**config.mk**
```make
export PLATFORM = sky130hd
export DESIGN_NAME = bracket_balance_checker_top
export DESIGN_NICKNAME = d
export VERILOG_FILES = /design/src/sv/bbc_pkg.sv /design/src/sv/bracket_balance_checker_top.sv /design/src/sv/bbc_front.sv /design/src/sv/bbc_queue.sv /design/src/sv/bbc_back.sv
export SDC_FILE = /design/constraint.sdc
export NUM_CORES = 1
export LEC_CHECK = 0
export ABC_AREA = 1
export BUFFER_PORTS_ARGS = -buffer_cell sky130_fd_sc_hd__buf_2
export CORE_UTILIZATION = 38
export DETAILED_ROUTE_END_ITERATION = 8
export SYNTH_ARGS = -nofsm -noshare
export SYNTH_HDL_FRONTEND = slang
export SYNTH_SLANG_ARGS = --single-unit
```
**constraint.sdc**
```tcl
create_clock -name clk -period 4.57 [get_ports clk]
set_input_delay 0.457 -clock clk [delete_from_list [all_inputs] [get_ports clk]]
set_output_delay 0.457 -clock clk [all_outputs]
set_load 0.02 [all_outputs]
```
**src/sv/bbc_pkg.sv**
```systemverilog
package bbc_pkg;

  // Error kinds reported with each verdict.
  localparam logic [2:0] ERR_NONE     = 3'd0;
  localparam logic [2:0] ERR_MISMATCH = 3'd1;
  localparam logic [2:0] ERR_EMPTY    = 3'd2;
  localparam logic [2:0] ERR_UNCLOSED = 3'd3;
  localparam logic [2:0] ERR_OVERFLOW = 3'd4;

  // Bracket kind codes as kept on the stack.
  localparam logic [1:0] KIND_PAREN  = 2'd1;
  localparam logic [1:0] KIND_SQUARE = 2'd2;
  localparam logic [1:0] KIND_CURLY  = 2'd3;

  localparam logic [7:0] CH_LPAREN = 8'h28;
  localparam logic [7:0] CH_RPAREN = 8'h29;
  localparam logic [7:0] CH_LSQUARE = 8'h5B;
  localparam logic [7:0] CH_RSQUARE = 8'h5D;
  localparam logic [7:0] CH_LCURLY = 8'h7B;
  localparam logic [7:0] CH_RCURLY = 8'h7D;

  localparam int QUEUE_DEPTH = 4;
  localparam int QAW = $clog2(QUEUE_DEPTH);
  localparam int QCW = $clog2(QUEUE_DEPTH + 1);

  typedef enum logic [1:0] {
    OP_SKIP,
    OP_OPEN,
    OP_CLOSE,
    OP_END
  } op_t;

  typedef struct packed {
    op_t        op;
    logic [1:0] kind;
  } qent_t;

  typedef struct packed {
    logic [QCW-1:0] count;
  } qstat_t;

  typedef struct packed {
    logic end_exec;
    logic empty;
    logic err_latched;
  } bstat_t;

  function automatic qent_t classify(input logic [7:0] sym, input logic end_mark);
    qent_t e;
    e.op   = OP_SKIP;
    e.kind = 2'd0;
    if (end_mark) begin
      e.op = OP_END;
    end else begin
      unique case (sym)
        CH_LPAREN:  begin e.op = OP_OPEN;  e.kind = KIND_PAREN;  end
        CH_LSQUARE: begin e.op = OP_OPEN;  e.kind = KIND_SQUARE; end
        CH_LCURLY:  begin e.op = OP_OPEN;  e.kind = KIND_CURLY;  end
        CH_RPAREN:  begin e.op = OP_CLOSE; e.kind = KIND_PAREN;  end
        CH_RSQUARE: begin e.op = OP_CLOSE; e.kind = KIND_SQUARE; end
        CH_RCURLY:  begin e.op = OP_CLOSE; e.kind = KIND_CURLY;  end
        default:    begin e.op = OP_SKIP;  e.kind = 2'd0;        end
      endcase
    end
    return e;
  endfunction

endpackage

```
**src/sv/bracket_balance_checker_top.sv**
```systemverilog
// Bracket balance checker: takes one byte per beat, one beat per clock while the
// queue has room. Ordinary bytes are dropped at the front; brackets and end
// markers pass a four-entry queue to the stack engine, which does one push, pop
// or verdict per cycle (a verdict once the output is free), with the top of stack
// in a register and the rest in a memory whose read is prefetched for the entry
// under the top. A verdict passes the front register, the queue and the output
// register; input flows, even while a verdict waits, if the queue has room. The
// stack holds STACK_DEPTH brackets; an opening bracket beyond it reports overflow.
module bracket_balance_checker_top #(
  parameter int STACK_DEPTH = 64
) (
  input  logic       clk,
  input  logic       rst,
  input  logic       in_valid,
  output logic       in_stall,
  input  logic [7:0] symbol,
  input  logic       end_marker,
  output logic       out_valid,
  input  logic       out_stall,
  output logic       balanced,
  output logic [2:0] error_kind
);
  import bbc_pkg::*;

  logic   fr_valid;
  qent_t  fr_ent;
  logic   q_ready;
  logic   q_valid;
  qent_t  head;
  logic   pop;
  qstat_t q_stat;
  bstat_t b_stat;

  bbc_front u_front (
    .clk        (clk),
    .rst        (rst),
    .in_valid   (in_valid),
    .in_stall   (in_stall),
    .symbol     (symbol),
    .end_marker (end_marker),
    .fr_valid   (fr_valid),
    .fr_ent     (fr_ent),
    .q_ready    (q_ready)
  );

  bbc_queue u_queue (
    .clk        (clk),
    .rst        (rst),
    .push       (fr_valid),
    .push_ent   (fr_ent),
    .push_ready (q_ready),
    .pop        (pop),
    .q_valid    (q_valid),
    .head       (head),
    .stat       (q_stat)
  );

  bbc_back #(
    .STACK_DEPTH (STACK_DEPTH)
  ) u_back (
    .clk        (clk),
    .rst        (rst),
    .q_valid    (q_valid),
    .head       (head),
    .pop        (pop),
    .out_valid  (out_valid),
    .out_stall  (out_stall),
    .balanced   (balanced),
    .error_kind (error_kind),
    .stat       (b_stat)
  );

  a_verdict_consistent: assert property (@(posedge clk) disable iff (rst)
    out_valid |-> (balanced == (error_kind == ERR_NONE)))
    else $error("balanced flag disagrees with error kind");

  a_end_clears: assert property (@(posedge clk) disable iff (rst)
    b_stat.end_exec |=> (b_stat.empty && !b_stat.err_latched))
    else $error("stack not cleared after end marker");

  a_queue_bound: assert property (@(posedge clk) disable iff (rst)
    q_stat.count <= QCW'(QUEUE_DEPTH))
    else $error("queue count beyond depth");

endmodule

```
**src/sv/bbc_front.sv**
```systemverilog
module bbc_front (
  input  logic          clk,
  input  logic          rst,
  input  logic          in_valid,
  output logic          in_stall,
  input  logic [7:0]    symbol,
  input  logic          end_marker,
  output logic          fr_valid,
  output bbc_pkg::qent_t fr_ent,
  input  logic          q_ready
);
  import bbc_pkg::*;

  qent_t cls;
  logic  load;

  assign cls      = classify(symbol, end_marker);
  assign in_stall = fr_valid && !q_ready;
  assign load     = in_valid && !in_stall;

  // Ordinary bytes are dropped here and never reach the queue.
  always_ff @(posedge clk) begin
    if (rst) begin
      fr_valid <= 1'b0;
    end else if (load) begin
      fr_valid <= (cls.op != OP_SKIP);
    end else if (q_ready) begin
      fr_valid <= 1'b0;
    end
  end

  always_ff @(posedge clk) begin
    if (load) begin
      fr_ent <= cls;
    end
  end

endmodule

```
**src/sv/bbc_queue.sv**
```systemverilog
module bbc_queue (
  input  logic           clk,
  input  logic           rst,
  input  logic           push,
  input  bbc_pkg::qent_t push_ent,
  output logic           push_ready,
  input  logic           pop,
  output logic           q_valid,
  output bbc_pkg::qent_t head,
  output bbc_pkg::qstat_t stat
);
  import bbc_pkg::*;

  qent_t          slots [QUEUE_DEPTH];
  logic [QAW-1:0] wr_ptr;
  logic [QAW-1:0] rd_ptr;
  logic [QCW-1:0] count;
  logic           do_push;
  logic           do_pop;

  assign push_ready = (count != QCW'(QUEUE_DEPTH));
  assign q_valid    = (count != '0);
  assign head       = slots[rd_ptr];
  assign do_push    = push && push_ready;
  assign do_pop     = pop && q_valid;
  assign stat.count = count;

  always_ff @(posedge clk) begin
    if (rst) begin
      wr_ptr <= '0;
      rd_ptr <= '0;
      count  <= '0;
    end else begin
      if (do_push) begin
        wr_ptr <= QAW'(wr_ptr + 1'b1);
      end
      if (do_pop) begin
        rd_ptr <= QAW'(rd_ptr + 1'b1);
      end
      if (do_push && !do_pop) begin
        count <= QCW'(count + 1'b1);
      end else if (do_pop && !do_push) begin
        count <= QCW'(count - 1'b1);
      end
    end
  end

  always_ff @(posedge clk) begin
    if (do_push) begin
      slots[wr_ptr] <= push_ent;
    end
  end

endmodule

```
**src/sv/bbc_back.sv**
```systemverilog
module bbc_back #(
  parameter int STACK_DEPTH = 64
) (
  input  logic           clk,
  input  logic           rst,
  input  logic           q_valid,
  input  bbc_pkg::qent_t head,
  output logic           pop,
  output logic           out_valid,
  input  logic           out_stall,
  output logic           balanced,
  output logic [2:0]     error_kind,
  output bbc_pkg::bstat_t stat
);
  import bbc_pkg::*;

  localparam int AW = (STACK_DEPTH > 1) ? $clog2(STACK_DEPTH) : 1;
  localparam int LW = $clog2(STACK_DEPTH + 1);

  // The top entry lives in top_kind; the memory holds the entries below it.
  // The entry just under the top is kept ready through a registered read.
  logic [1:0]    stack_mem [STACK_DEPTH];
  logic [LW-1:0] level;
  logic [LW-1:0] level_next;
  logic [1:0]    top_kind;
  logic [1:0]    top_next;
  logic [2:0]    first_err;
  logic [2:0]    err_next;
  logic [1:0]    rd_q;
  logic          byp;
  logic [1:0]    byp_q;
  logic [1:0]    under;
  logic          out_free;
  logic          exec;
  logic          push;
  logic          emit;
  logic [2:0]    verdict;
  logic [AW-1:0] rd_addr;
  logic [AW-1:0] wr_addr;

  assign under    = byp ? byp_q : rd_q;
  assign out_free = !out_valid || !out_stall;
  assign exec     = q_valid && ((head.op != OP_END) || out_free);
  assign pop      = exec;
  assign wr_addr  = AW'(level - 1'b1);

  always_comb begin
    level_next = level;
    top_next   = top_kind;
    err_next   = first_err;
    push       = 1'b0;
    emit       = 1'b0;
    verdict    = ERR_NONE;
    if (exec) begin
      unique case (head.op)
        OP_END: begin
          emit       = 1'b1;
          level_next = '0;
          err_next   = ERR_NONE;
          if (first_err != ERR_NONE) begin
            verdict = first_err;
          end else if (level != '0) begin
            verdict = ERR_UNCLOSED;
          end
        end
        OP_OPEN: begin
          if (first_err == ERR_NONE) begin
            if (level == LW'(STACK_DEPTH)) begin
              err_next = ERR_OVERFLOW;
            end else begin
              push       = 1'b1;
              level_next = LW'(level + 1'b1);
              top_next   = head.kind;
            end
          end
        end
        OP_CLOSE: begin
          if (first_err == ERR_NONE) begin
            if (level == '0) begin
              err_next = ERR_EMPTY;
            end else if (top_kind != head.kind) begin
              err_next = ERR_MISMATCH;
            end else begin
              level_next = LW'(level - 1'b1);
              top_next   = under;
            end
          end
        end
        default: begin
          level_next = level;
        end
      endcase
    end
  end

  always_comb begin
    if (level_next < LW'(2)) begin
      rd_addr = '0;
    end else begin
      rd_addr = AW'(level_next - LW'(2));
    end
  end

  always_ff @(posedge clk) begin
    if (rst) begin
      level     <= '0;
      first_err <= ERR_NONE;
      byp       <= 1'b0;
    end else begin
      level     <= level_next;
      first_err <= err_next;
      byp       <= push;
    end
  end

  always_ff @(posedge clk) begin
    top_kind <= top_next;
    byp_q    <= top_kind;
    rd_q     <= stack_mem[rd_addr];
    if (push && (level != '0)) begin
      stack_mem[wr_addr] <= top_kind;
    end
  end

  always_ff @(posedge clk) begin
    if (rst) begin
      out_valid <= 1'b0;
    end else if (emit) begin
      out_valid <= 1'b1;
    end else if (!out_stall) begin
      out_valid <= 1'b0;
    end
  end

  always_ff @(posedge clk) begin
    if (emit) begin
      balanced   <= (verdict == ERR_NONE);
      error_kind <= verdict;
    end
  end

  assign stat.end_exec    = emit;
  assign stat.empty       = (level == '0);
  assign stat.err_latched = (first_err != ERR_NONE);

endmodule
```
# [Yosys cells after proc, flatten, opt, wreduce, memory -nomap -nowiden]
# Memory sizes are Yosys's and may differ from the RTL's. A register that Yosys moved wholly into a read port is not among the register bits.
# Index checks and enable logic that the tools add are counted.
[op_classes] add_sub_neg=7 n_lt_le_gt_ge=1 eq_ne=21 muxes=45 n_reduce_logical=29
[op_table] op="7-bit two-way mux" count=6
[op_table] op="8-bit by 7-bit equality test with 1-bit output, second input constant" count=4
[op_table] op="3-bit two-way mux" count=10
[op_table] op="4-bit case mux with 6 select lines" count=1
[op_table] op="7-bit case mux with 3 select lines" count=1
[op_table] op="2-bit two-way mux" count=10
[op_table] op="8-bit by 6-bit equality test with 1-bit output, second input constant" count=2
[op_table] op="1-bit two-way mux" count=14
[op_table] op="3-bit case mux with 3 select lines" count=1
[op_table] op="3-bit nonzero test" count=3
[op_table] op="1-bit logical AND" count=8
[op_table] op="2-bit by 1-bit inequality test with 1-bit output, second input constant" count=4
[op_table] op="2-bit inequality test, second input constant" count=4
[op_table] op="2-bit nonzero test" count=4
[op_table] op="7-bit by 1-bit adder with 7-bit output, second input constant" count=1
[op_table] op="7-bit equality test, second input constant" count=1
[op_table] op="7-bit zero test" count=1
[op_table] op="7-bit by 2-bit < comparator with 1-bit output, second input constant" count=1
[op_table] op="7-bit AND reduction" count=1
[op_table] op="7-bit nonzero test" count=1
[op_table] op="7-bit by 1-bit subtractor with 7-bit output, second input constant" count=1
[op_table] op="1-bit zero test" count=6
[op_table] op="3-bit zero test" count=2
[op_table] op="6-bit two-way mux" count=1
[op_table] op="other kinds (12)" count=15
[totals] reg_bits=32 ramBits=144 in_bits=13 out_inout_bits=6 wordCells=119 mem_count=2
[memory_table] name="u_back.stack_mem" words=64 word_bits=2 read_ports=1 rd_ports_with_merged_regs=1 write_ports=1 line="bbc_back.sv:22" rtl="logic [1:0] stack_mem [STACK_DEPTH];"
[memory_table] name="u_queue.slots" words=4 word_bits=4 read_ports=1 rd_ports_with_merged_regs=1 write_ports=1 line="bbc_queue.sv:14" rtl="qent_t slots [QUEUE_DEPTH];"

# [Logic depth before layout (Yosys ltp)]
# Gate-level depths: netlist of the first run.
[logic_depth] depth_word=8 depth_mapped=27 mapped_depth_nobuf=25

# [Cells and area by module]
# A second synthesis of the first run with hierarchy kept.
[unflattened] hier_cells=956 hier_area_um2=8872.3
[modules_own_cells] mod="bbc_back" instances=1 cells_each=801 area_each_um2=7414.6 seq_area_each_um2=4344.2
[modules_own_cells] mod="bbc_queue" instances=1 cells_each=107 area_each_um2=1108.6 seq_area_each_um2=660.6
[modules_own_cells] mod="bbc_front" instances=1 cells_each=48 area_each_um2=349.1 seq_area_each_um2=140.1

# [Worst setup path after synthesis of the first run]
# OpenSTA, ideal clock, no wires.
[synth_timing] path_kind="reg-to-reg" from="register u_back.top_kind[0]" to="register u_back.rd_q[0] (read register of u_back.stack_mem)" setup_time_ns=0.113 arrival_ns=3.308 required_ns=4.457 setup_slack_ns=1.148 path_stages_with_launch=22 n_path_buf=1 period_less_slack_ns=3.422 cell_sequence="edfxtp_1 inv_1 nand3_1 nand2_2 nor2_4 nand2_1 o22ai_1 nand2_1 nand2_1 clkinv_1 ha_1 nand3_4 nor2_4 nor2_4 buf_2 nand2_1 nand3_1 nand3_1 nand3_1 nand3_1 nand3_1 nand2_1"
[synth_between] elab_chain_len=8 elab_cells_between_ends=9 classes_between="add/sub (1); order compare (1); eq/ne (1); mux (6)"
[synth_rtl] item="from (decl)" line="bbc_back.sv:25" rtl="logic [1:0] top_kind;"
[synth_rtl] item="from (signal assigned)" line="bbc_back.sv:117" rtl="top_kind <= top_next;"
[synth_rtl] item="2-bit inequality test (*)" line="bbc_back.sv:81" rtl="end else if (top_kind != head.kind) begin"
[synth_rtl] item="7-bit two-way mux (*)" line="bbc_back.sv:81"
[synth_rtl] item="7-bit two-way mux (*)" line="bbc_back.sv:79" rtl="if (level == '0) begin"
[synth_rtl] item="7-bit two-way mux (*)" line="bbc_back.sv:78" rtl="if (first_err == ERR_NONE) begin"
[synth_rtl] item="7-bit case mux with 3 select lines (*)" line="bbc_back.sv:55" rtl="unique case (head.op)"
[synth_rtl] item="7-bit two-way mux (*)" line="bbc_back.sv:54" rtl="if (exec) begin"
[synth_rtl] item="6-bit by 2-bit subtractor with 6-bit output or 7-bit by 2-bit < comparator with 1-bit output (tied branches)" line="bbc_back.sv:100, bbc_back.sv:97"
[synth_rtl] item="6-bit two-way mux (*)" line="bbc_back.sv:97" rtl="if (level_next < LW'(2)) begin"
[synth_rtl] item="to (decl)" line="bbc_back.sv:29" rtl="logic [1:0] rd_q;"
# Every way passes the cells marked *; elsewhere a longest branch is shown, timed or not.
# A chain may end at the register's enable or synchronous reset.

==> impl_metrics.json, run 1 <==
{
  "critPathLaunchType": "flip-flop",
  "drc": 0,
  "finalCritPeriodShare": 0.902,
  "maxCapViolCount": 0,
  "synth_warnings": 0,
  "cts_sinks": 180,
  "clock_latency_ns": 0.44,
  "vias": 6501,
  "ant_nets": 0,
  "syn_nets": 997,
  "gp_congestion": 0.877,
  "min_period_ns": 4.12,
  "crit_arrival_ns": 4.50,
  "drive_above_1_share": 0.0947,
  "yosysUniqueCellTypes": 44,
  "synthArstFlopShare": 0,
  "initial_utilization": 0.390,
  "first_iter_violations": 514,
  "final-hold-violation-count": 0,
  "grt_start_max_net_pins": 66,
  "dieArea_um2": 24000,
  "htreeDepth": 4,
  "die_w_um": 155,
  "ctsHoldBuffers": 0,
  "finalSetupViolCount": 0,
  "clock_skew_ns": 0.0129,
  "area_delta_synth_final_pct": 11.2,
  "ys.flop_type": "edfxtp_1",
  "wl_per_cell_um": 15.3,
  "fmax_mhz": 243,
  "grt_pass1_vias": 6342,
  "path_class": "flip-flop to flip-flop",
  "die_y_um": 155,
  "clk_pin_slew_ns": 0.07,
  "ios": 19,
  "multiInputGateArea_um2": 3000,
  "path_max_fanout": 37,
  "synth_edf_count": 154,
  "dr.pass1.iters": 6,
  "reg2reg_slack_ns": 0.45,
  "diodes": 0,
  "fill_cells": 2235,
  "synth_area_per_cell_um2": 9.16,
  "post-place-ws_ns": 0.269,
  "post_cts_resized": 0,
  "placed_cells": 1284,
  "syn_area_um2": 8870,
  "overflow": 0,
  "core_um2": 22800,
  "dp_hpwl_um": 13200,
  "final_cells": 1316,
  "tritoncts": "done",
  "final_nets": 1018,
  "final_core_util": 0.433,
  "hp-class": "input pin to flip-flop",
  "seqCellArea_um2": 5140,
  "avgViaCountPerCell": 4.94,
  "num_rows": 55,
  "finalMaxSlewViolations": 0,
  "synthCells": 969,
  "cts_buffers": 17,
  "track_usage": 0.179,
  "routed_wl_um": 20100,
  "synth_seq_cells": 180,
  "setup_tns_ns": 0,
  "maxSlewHeadroom": 0.484,
  "antenna_found_initial": 0,
  "setup_slack_ns": 0.448,
  "outcome": "finished clean",
  "cts_setup_buffers": 0,
  "grt_first_pass_wirelength_um": 32700,
  "max_slew.worst_pin.slew_ns": 0.773,
  "cp.required_ns": 4.95,
  "cp-end-kind": "flip-flop",
  "ys_seq_area_frac": 0.580,
  "clock_path_buffers": 2,
  "cts_root_buf": "clkbuf_16",
  "rsz0062_at_grt": "no",
  "io_buffers": 18
}
cell families (layout without fill, tap and decap cells):
family	after synthesis	in the layout	synth area share
flops	180	180	0.580
buf+inv	175	209	0.0831
compound gates	54	54	0.0374
xor+xnor	9	9	0.00888
fa+ha+maj	15	15	0.0220
simple gates	536	536	0.269
cell usage in the layout (no fill, tap or decap), types with 5 or more instances in the layout:
| master | netlist | final |
|---|---|---|
| o21ai_0 | 14 | 13 |
| nor2_1 | 167 | 167 |
| xor2_1 | 8 | 8 |
| dfxtp_1 | 26 | 26 |
| nand3b_1 | 7 | 7 |
| inv_6 | 1 | 6 |
| edfxtp_1 | 154 | 154 |
| nor2_4 | 5 | 5 |
| clkbuf_16 | 0 | 17 |
| buf_4 | 11 | 9 |
| buf_2 | 9 | 18 |
| inv_2 | 7 | 7 |
| nand4_1 | 7 | 7 |
| nand2_2 | 9 | 8 |
| o21ai_1 | 5 | 6 |
| a21oi_1 | 17 | 17 |
| ha_1 | 14 | 14 |
| inv_1 | 137 | 137 |
| nand2_1 | 180 | 180 |
| nand3_1 | 140 | 140 |
synthesized netlist by cell type, types with 2 or more instances:
master     instances  area, um2
inv_1            137        514
nand2_1          180        676
nand3_1          140        701
clkinv_1           3       11.3
nor3b_1            3       22.5
nand2_2            9       56.3
o22ai_1            3       18.8
xor2_1             8       70.1
buf_2              9       45.0
o21ai_0           14       70.1
edfxtp_1         154       4620
clkbuf_1           4       15.0
nor3_1             3       15.0
o21ai_1            5       25.0
nor2_2             2       12.5
nor2_4             5       56.3
nor2_1           167        627
buf_6              3       33.8
a21oi_1           17       85.1
nand3_2            4       40.0
dfxtp_1           26        521
a32oi_1            2       17.5
nand3b_1           7       52.6
ha_1              14        175
nor4_1             3       18.8
nand4_1            7       43.8
buf_4             11       82.6
a211oi_1           4       30.0
o2111ai_1          4       35.0
inv_2              7       26.3
per-layer routing:
metal | vias up | GRT usage | share of wire
met3 | 42 | 0.0350 | 0.050
met5 | - | 0 | 0
met4 | 0 | 0.0825 | 0.029
met1 | 3037 | 0.226 | 0.45
met2 | 194 | 0.297 | 0.47
li1 | 3228 | - | -
stage by stage:
step	cell area (um2)	hold slack, ns
floorplan	8870	0.459
global placement	9290	0.463
detailed placement	9290	0.467
CTS	9850	0.267
global route	9870	0.301
finish	9870	0.276
worst max-delay path, stage by stage, from the launching register on:
cell and delay, ns:
dfxtp_1 0.54, nand2_1 0.10, a32oi_1 0.34, ha_1 0.27, nand3_1 0.11, nand2_2 0.17, nor2_4 0.06, inv_1 0.16
nor2_1 0.10, o21ai_1 0.30, ha_1 0.33, nand2_1 0.08, nor2_1 0.12, nand3_2 0.33, nand2_8 0.35, inv_1 0.20
nand3_1 0.13, nand3_1 0.11, nand3_1 0.10, nand3_1 0.08, nand2_1 0.06
registers in the layout (all words and copies together), names as in the netlist, 2 cells and up, named ones only:
| register | cells |
|---|---|
| u_back.byp_q | 2 |
| u_queue.stat | 3 |
| u_queue.rd_ptr | 2 |
| u_front.fr_ent | 4 |
| u_back.top_kind | 2 |
| u_queue.wr_ptr | 2 |
| u_queue.slots | 16 |
| u_back.rd_q | 2 |
| u_back.level | 7 |
| u_back.stack_mem | 128 |
| u_back.first_err | 3 |
| u_back.error_kind | 3 |
area by class of cell:
class / instances / area share
inverters: 148 / 0.0568
multi-input cells: 614 / 0.305
flip-flops and latches: 180 / 0.521
well taps: 313 / 0.0397
repair buffers: 29 / 0.0200
clock inverters: 15 / 0.0143
clock buffers: 17 / 0.0431
path summary, 6_finish.rpt:
| path | end | cells after the start | from |
|---|---|---|---|
| max | u_back.rd_q[1]$_DFF_P_ | 20 | flip-flop |
| min | u_back.out_valid$_SDFFE_PP0P_ | 3 | out_stall |
| max reg2reg | u_back.rd_q[1]$_DFF_P_ | 20 | flip-flop |
| min reg2reg | u_back.out_valid$_SDFFE_PP0P_ | 2 | u_back.out_valid$_SDFFE_PP0P_ |
Power of run 1 is not shown: default switching activity piles up to over one toggle a cycle in this logic, so the estimate is an artifact.
==> inputs of run 2 (changes only) <==
--- a/config.mk
+++ b/config.mk
@@ -11,4 +11,5 @@
 export DETAILED_ROUTE_END_ITERATION = 8
 export SYNTH_ARGS = -nofsm -noshare
 export SYNTH_HDL_FRONTEND = slang
+export SYNTH_HIERARCHICAL = 1
 export SYNTH_SLANG_ARGS = --single-unit
==> run 2 against run 1 <==
  * Routed wire length about the same
  * Register-to-register slack gained 0.07 ns
  * Non-clock buffer count decreased by 1
  * First-iteration DRC count shrank 18%
  * Flip-flop and latch count did not move
  * Final cell count shrank 1.4%
  * Critical path depth rose by 4
  * Cell area is 0.38% higher
  * Clock-buffer cell count grew 4
  * Critical endpoint is now u_back/rd_q[1]$_DFF_P_
  * Highest routed layer unchanged
==> impl_metrics.json, run 2 <==
{
  "dp_hpwl_um": 12900,
  "finalSetupViolCount": 0,
  "min_period_ns": 4.05,
  "grt_start_max_net_pins": 66,
  "rsz0062_at_grt": "no",
  "maxCapViolCount": 0,
  "clock_path_buffers": 2,
  "final_core_util": 0.435,
  "syn_nets": 982,
  "p_leak_nw": 3.82,
  "final-hold-violation-count": 0,
  "multiInputGateArea_um2": 3120,
  "antenna_found_initial": 0,
  "area_delta_synth_final_pct": 11.7,
  "layout_common_cells": "nor2_1, nand2_1, edfxtp_1, nand3_1, inv_1",
  "layout_commonest_cell": "nor2_1",
  "final_nets": 998,
  "clk_pin_slew_ns": 0.07,
  "crit_arrival_ns": 4.37,
  "critPathLaunchType": "flip-flop",
  "drive_above_1_share": 0.110,
  "diodes": 0,
  "max_slew.worst_pin.slew_ns": 0.709,
  "cts_buffers": 17,
  "cp-end-kind": "flip-flop",
  "setup_tns_ns": 0,
  "clock_skew_ns": 0.0200,
  "routed_wl_um": 20100,
  "ios": 19,
  "ctsHoldBuffers": 0,
  "outcome": "finished clean",
  "cts_setup_buffers": 0,
  "die_y_um": 155,
  "htreeDepth": 4,
  "num_rows": 55,
  "die_w_um": 155,
  "largest_register_ff_count": 128,
  "dieArea_um2": 23900,
  "avgViaCountPerCell": 5.00,
  "path_class": "flip-flop to flip-flop",
  "track_usage": 0.176,
  "io_buffers": 18,
  "largestRegisters": "u_back/stack_mem: 128 flops, u_queue/slots: 16 flops, u_back/level: 7 flops",
  "hp-class": "input pin to flip-flop",
  "power_density_nw_per_um2": 519,
  "ir_drop_mv": 0.242,
  "clock_latency_ns": 0.43,
  "synth_area_per_cell_um2": 9.28,
  "seqCellArea_um2": 5150,
  "drc": 0,
  "cts_root_buf": "clkbuf_16",
  "cp.required_ns": 4.88,
  "gp_congestion": 0.824,
  "ant_nets": 0,
  "core_um2": 22800,
  "syn_area_um2": 8860,
  "maxSlewHeadroom": 0.527,
  "dr.pass1.iters": 6,
  "synth_warnings": 6,
  "fill_cells": 2222,
  "wl_per_cell_um": 15.5,
  "grt_pass1_vias": 6248,
  "vias": 6490,
  "grt_first_pass_wirelength_um": 32300,
  "finalMaxSlewViolations": 0,
  "finalCritPeriodShare": 0.887,
  "overflow": 0,
  "top_register": "u_back/stack_mem",
  "fmax_mhz": 247,
  "tritoncts": "done",
  "initial_utilization": 0.389,
  "cts_sinks": 180,
  "first_iter_violations": 424,
  "synthCells": 955,
  "path_max_fanout": 33
}
==> run 2: cell count changes in the layout (fill, tap and decap cells not counted), moves of 4 or more <==
cell / before / now
inv_1: 137 / 97
nand3b_1: 7 / 30
nand2_1: 180 / 166
nor2_1: 167 / 179
o21ai_0: 13 / 20
nor2_2: 2 / 8
a21oi_1: 17 / 12
nand2_4: 1 / 6
o22ai_1: 3 / 8
xor2_1: 8 / 3
o2111ai_1: 4 / 0
==> run 2: report_power, final <==
group / internal [W] / leakage (nW) / switching [W] / total (W)
Sequential: 0.00195 / 1.60 / 0.0000681 / 0.00202
Clock: 0.000920 / 0.309 / 0.000645 / 0.00157
Combinational: 0.000434 / 1.91 / 0.00112 / 0.00155
Total: 0.00330 / 3.82 / 0.00183 / 0.00514
==> run 2: metal layers <==
metal,GRT usage,wire length (um)
met3,0.0331,777
met2,0.305,9950
met1,0.224,9100
met5,0,0
met4,0.0504,247
==> run 2: final timing paths <==
path | cells past startpoint | slack [ns] | startpoint | end
worst min register to register | 2 | 0.49 | u_queue/rd_ptr[0]$_SDFFE_PP0P_ | u_queue/rd_ptr[0]$_SDFFE_PP0P_
worst max register to register | 24 | 0.52 | flip-flop | u_back/rd_q[1]$_DFF_P_
worst max-delay path | 24 | 0.52 | flip-flop | u_back/rd_q[1]$_DFF_P_
worst min-delay path | 3 | 0.30 | in_valid | u_front/fr_valid$_SDFFE_PP0P_
==> run 2: metrics by stage <==
stage | instance area (um2) | setup slack (ns) | hold slack (ns) | total power (W) | cells
final | 9900 | 0.516 | 0.302 | 0.00514 | 1297
after global routing | 9900 | 0.0610 | 0.290 | 0.00542 | 1297
after CTS | 9880 | 0.195 | 0.294 | 0.00515 | 1297
after detailed placement | 9240 | 0.240 | 0.488 | 0.00359 | 1265
after global placement | 9240 | 0.345 | 0.484 | 0.00357 | 1265
after floorplan | 8860 | 1.18 | 0.459 | 0.00320 | 955
==> run 2: what timing repair did <==
action,CTS,global route
endpoints found under the setup margin,0,2
endpoints found under the hold margin,0,0
gates resized for setup,0,7
==> run 2: layout make-up <==
class,instances,share of cell area
sequential,180,0.520
multi-input combinational,637,0.315
clock buffer,21,0.0475
inverter,107,0.0406
tap,313,0.0395
timing repair buffer,28,0.0208
clock inverter,11,0.0166
==> run 2: critical path: stages, from the launching register on <==
cell	delay [ns]
dfxtp_2	0.36
inv_1	0.17
o21ai_0	0.11
o22ai_1	0.22
inv_1	0.14
ha_1	0.21
nand3b_1	0.22
inv_1	0.14
nand2_1	0.06
nor3_1	0.20
o21ai_1	0.15
inv_1	0.14
ha_1	0.20
nand3_1	0.13
nor2_4	0.16
nand2_4	0.18
nand2_2	0.25
buf_12	0.24
nand2_1	0.08
nand3_1	0.08
nand3_1	0.08
nand3_1	0.10
nand3_1	0.10
nand3_1	0.11
nand2_1	0.07
Power figures use the tool's default switching activity.
==> inputs of run 3 (changes only) <==
--- a/config.mk
+++ b/config.mk
@@ -7,8 +7,12 @@
 export LEC_CHECK = 0
 export ABC_AREA = 1
 export BUFFER_PORTS_ARGS = -buffer_cell sky130_fd_sc_hd__buf_2
+export CELL_PAD_IN_SITES_DETAIL_PLACEMENT = 0
+export CELL_PAD_IN_SITES_GLOBAL_PLACEMENT = 1
 export CORE_UTILIZATION = 38
+export CTS_CLUSTER_DIAMETER = 50
 export DETAILED_ROUTE_END_ITERATION = 8
+export PLACE_DENSITY_LB_ADDON = 0.1
 export SYNTH_ARGS = -nofsm -noshare
 export SYNTH_HDL_FRONTEND = slang
 export SYNTH_HIERARCHICAL = 1
==> run 3 against run 2 <==
  * Core utilization down 0.24 points
  * Cell area is 0.56% lower
  * Clock-buffer cell count fell by 3
  * Via count is 0.94% lower
  * Global-route usage increased by 1.1 points
  * Combinational power is 3% higher
  * First-iteration DRC count is 10% higher
  * Critical endpoint unchanged
  * Largest power group unchanged
==> impl_metrics.json, run 3 (same netlist as run 2, synthesis figures left out) <==
{
  "multiInputGateArea_um2": 3120,
  "fill_cells": 2283,
  "p_clk_frac": 0.289,
  "setup_tns_ns": 0,
  "seqCellArea_um2": 5140,
  "die_w_um": 155,
  "dr.pass1.iters": 5,
  "cp-end-kind": "flip-flop",
  "clock_latency_ns": 0.44,
  "min_period_ns": 4.11,
  "maxCapViolCount": 0,
  "post-place-ws_ns": 0.155,
  "final-hold-violation-count": 0,
  "power_density_nw_per_um2": 515,
  "finalMaxSlewViolations": 0,
  "cp.required_ns": 4.90,
  "avgViaCountPerCell": 4.96,
  "diodes": 0,
  "ir_drop_mv": 0.266,
  "max_stage_delay_ns": 0.37,
  "initial_utilization": 0.389,
  "p_comb_frac": 0.313,
  "cp_common_cell": "nand3_1",
  "die_y_um": 155,
  "htreeDepth": 4,
  "tritoncts": "done",
  "layout_common_cells": "nor2_1, nand2_1, edfxtp_1, nand3_1, inv_1",
  "hp-class": "input pin to flip-flop",
  "pwr-share-seq": 0.398,
  "critPathLaunchType": "flip-flop",
  "final_nets": 998,
  "fmax_mhz": 243,
  "cp_slowest_cell": "dfxtp_1",
  "path_max_fanout": 30,
  "largest_register_ff_count": 128,
  "finalSetupViolCount": 0,
  "max_slew.worst_pin.slew_ns": 0.731,
  "cts_sinks": 180,
  "clock_path_buffers": 2,
  "track_usage": 0.187,
  "p_leak_nw": 3.80,
  "drive_above_1_share": 0.109,
  "internal-power_w": 0.00316,
  "core_um2": 22800,
  "io_buffers": 18,
  "ant_nets": 0,
  "area_delta_synth_final_pct": 11.1,
  "antenna_found_initial": 0,
  "whs_ns": 0.285,
  "ctsHoldBuffers": 0,
  "critPathTopFamily": "simple AND/OR/NAND/NOR gates",
  "wl_per_cell_um": 16.7,
  "grt_first_pass_wirelength_um": 33500,
  "p_sw_w": 0.00192,
  "overflow": 0,
  "grt_pass1_vias": 6130,
  "layout_commonest_cell": "nor2_1",
  "swShare": 0.378,
  "crit_chain": "inv_1, o21ai_0, o22ai_1, inv_1, ha_1, nand3b_1, inv_1, nand2_1, nor3_1, o21ai_1, inv_1, ha_1, nand3_1, nor2_4, nand2_4, nand2_2, buf_12, nand2_1, nand3_1, nand3_1, nand3_1, nand3_1, nand3_1, nand2_1",
  "drc": 0,
  "maxSlewHeadroom": 0.511,
  "grt_start_max_net_pins": 66,
  "first_iter_violations": 468,
  "cp_num_buf_inv": 5,
  "cts_buffers": 17,
  "crit_arrival_ns": 4.44,
  "ios": 19,
  "cts_root_buf": "clkbuf_16",
  "path_class": "flip-flop to flip-flop",
  "clk_pin_slew_ns": 0.07,
  "gp_congestion": 0.796,
  "dp_hpwl_um": 13800,
  "num_rows": 55,
  "clock_skew_ns": 0.0126,
  "top_register": "u_back/stack_mem",
  "vias": 6429,
  "largestRegisters": "u_back/stack_mem: 128 flops, u_queue/slots: 16 flops, u_back/level: 7 flops",
  "outcome": "finished clean",
  "rsz0062_at_grt": "no",
  "routed_wl_um": 21600,
  "finalCritPeriodShare": 0.900,
  "dieArea_um2": 23900,
  "setup_slack_ns": 0.458
}
==> run 3: cell types whose count changed in the layout (fill, tap and decap cells not counted) <==
cell / previous run / this run
buf_6: 1 / 0
clkbuf_8: 3 / 0
dfxtp_2: 1 / 0
buf_4: 6 / 7
dfxtp_1: 25 / 26
nand2_4: 6 / 5
nand2_2: 10 / 11
clkinv_4: 2 / 3
inv_6: 3 / 4
bufinv_16: 3 / 1
inv_8: 2 / 4
clkinv_8: 0 / 1
==> run 3: worst register-to-register path, delay by kind of cell, from the launching register on <==
kind            cells  cell delay, ns
simple gates       14            1.81
buf+inv             5            0.87
fa+ha+maj           2            0.42
flops               1            0.37
compound gates      3            0.54
==> run 3: metal layers <==
layer,wire (um),track usage,share of wire,up-vias
li1,-,-,-,3211
met1,9900,0.237,0.46,3047
met2,10700,0.324,0.49,155
met3,775,0.0356,0.036,16
met4,265,0.0547,0.012,0
met5,0,0,0,-
==> run 3: worst paths after layout <==
kind | from | endpoint | slack (ns) | cells after the start
max reg2reg | flip-flop | u_back/rd_q[1]$_DFF_P_ | 0.46 | 24
min reg2reg | u_back/top_kind[1]$_DFFE_PP_ | u_back/byp_q[1]$_DFF_P_ | 0.42 | 0
max | flip-flop | u_back/rd_q[1]$_DFF_P_ | 0.46 | 24
min | in_valid | u_front/fr_valid$_SDFFE_PP0P_ | 0.28 | 3
==> run 3: timing repair <==
item / in CTS / in global routing
endpoints found under the setup margin: 0 / 2
resized for setup: 0 / 5
buffers inserted: 0 / 0
==> run 3: metrics by stage <==
| stage | cell area (um2) | power (W) | cells | utilization |
|---|---|---|---|---|
| 2_1_floorplan | 8860 | 0.00320 | 955 | - |
| 3_3_place_gp | 9240 | 0.00366 | 1265 | 0.406 |
| 3_5_place_dp | 9240 | 0.00364 | 1265 | 0.406 |
| 4_1_cts | 9830 | 0.00512 | 1297 | 0.432 |
| 5_1_grt | 9850 | 0.00537 | 1297 | 0.432 |
| 6_report | 9850 | 0.00507 | 1297 | 0.432 |
==> run 3: final cells by class <==
| type | instances | share of cell area |
|---|---|---|
| clock buffer | 18 | 0.0436 |
| clock inverter | 14 | 0.0163 |
| sequential | 180 | 0.522 |
| tap | 313 | 0.0398 |
| inverter | 107 | 0.0408 |
| multi-input combinational | 637 | 0.317 |
| timing repair buffer | 28 | 0.0206 |
==> run 3: power by group through the flow <==
| stage | registers, W | clock network, W | logic [W] |
|---|---|---|---|
| finish | 0.00202 | 0.00147 | 0.00159 |
| global route | 0.00203 | 0.00157 | 0.00178 |
| CTS | 0.00202 | 0.00151 | 0.00159 |
| detailed placement | 0.00205 | 0 | 0.00159 |
| global placement | 0.00206 | 0 | 0.00160 |
| floorplan | 0.00209 | 0 | 0.00112 |
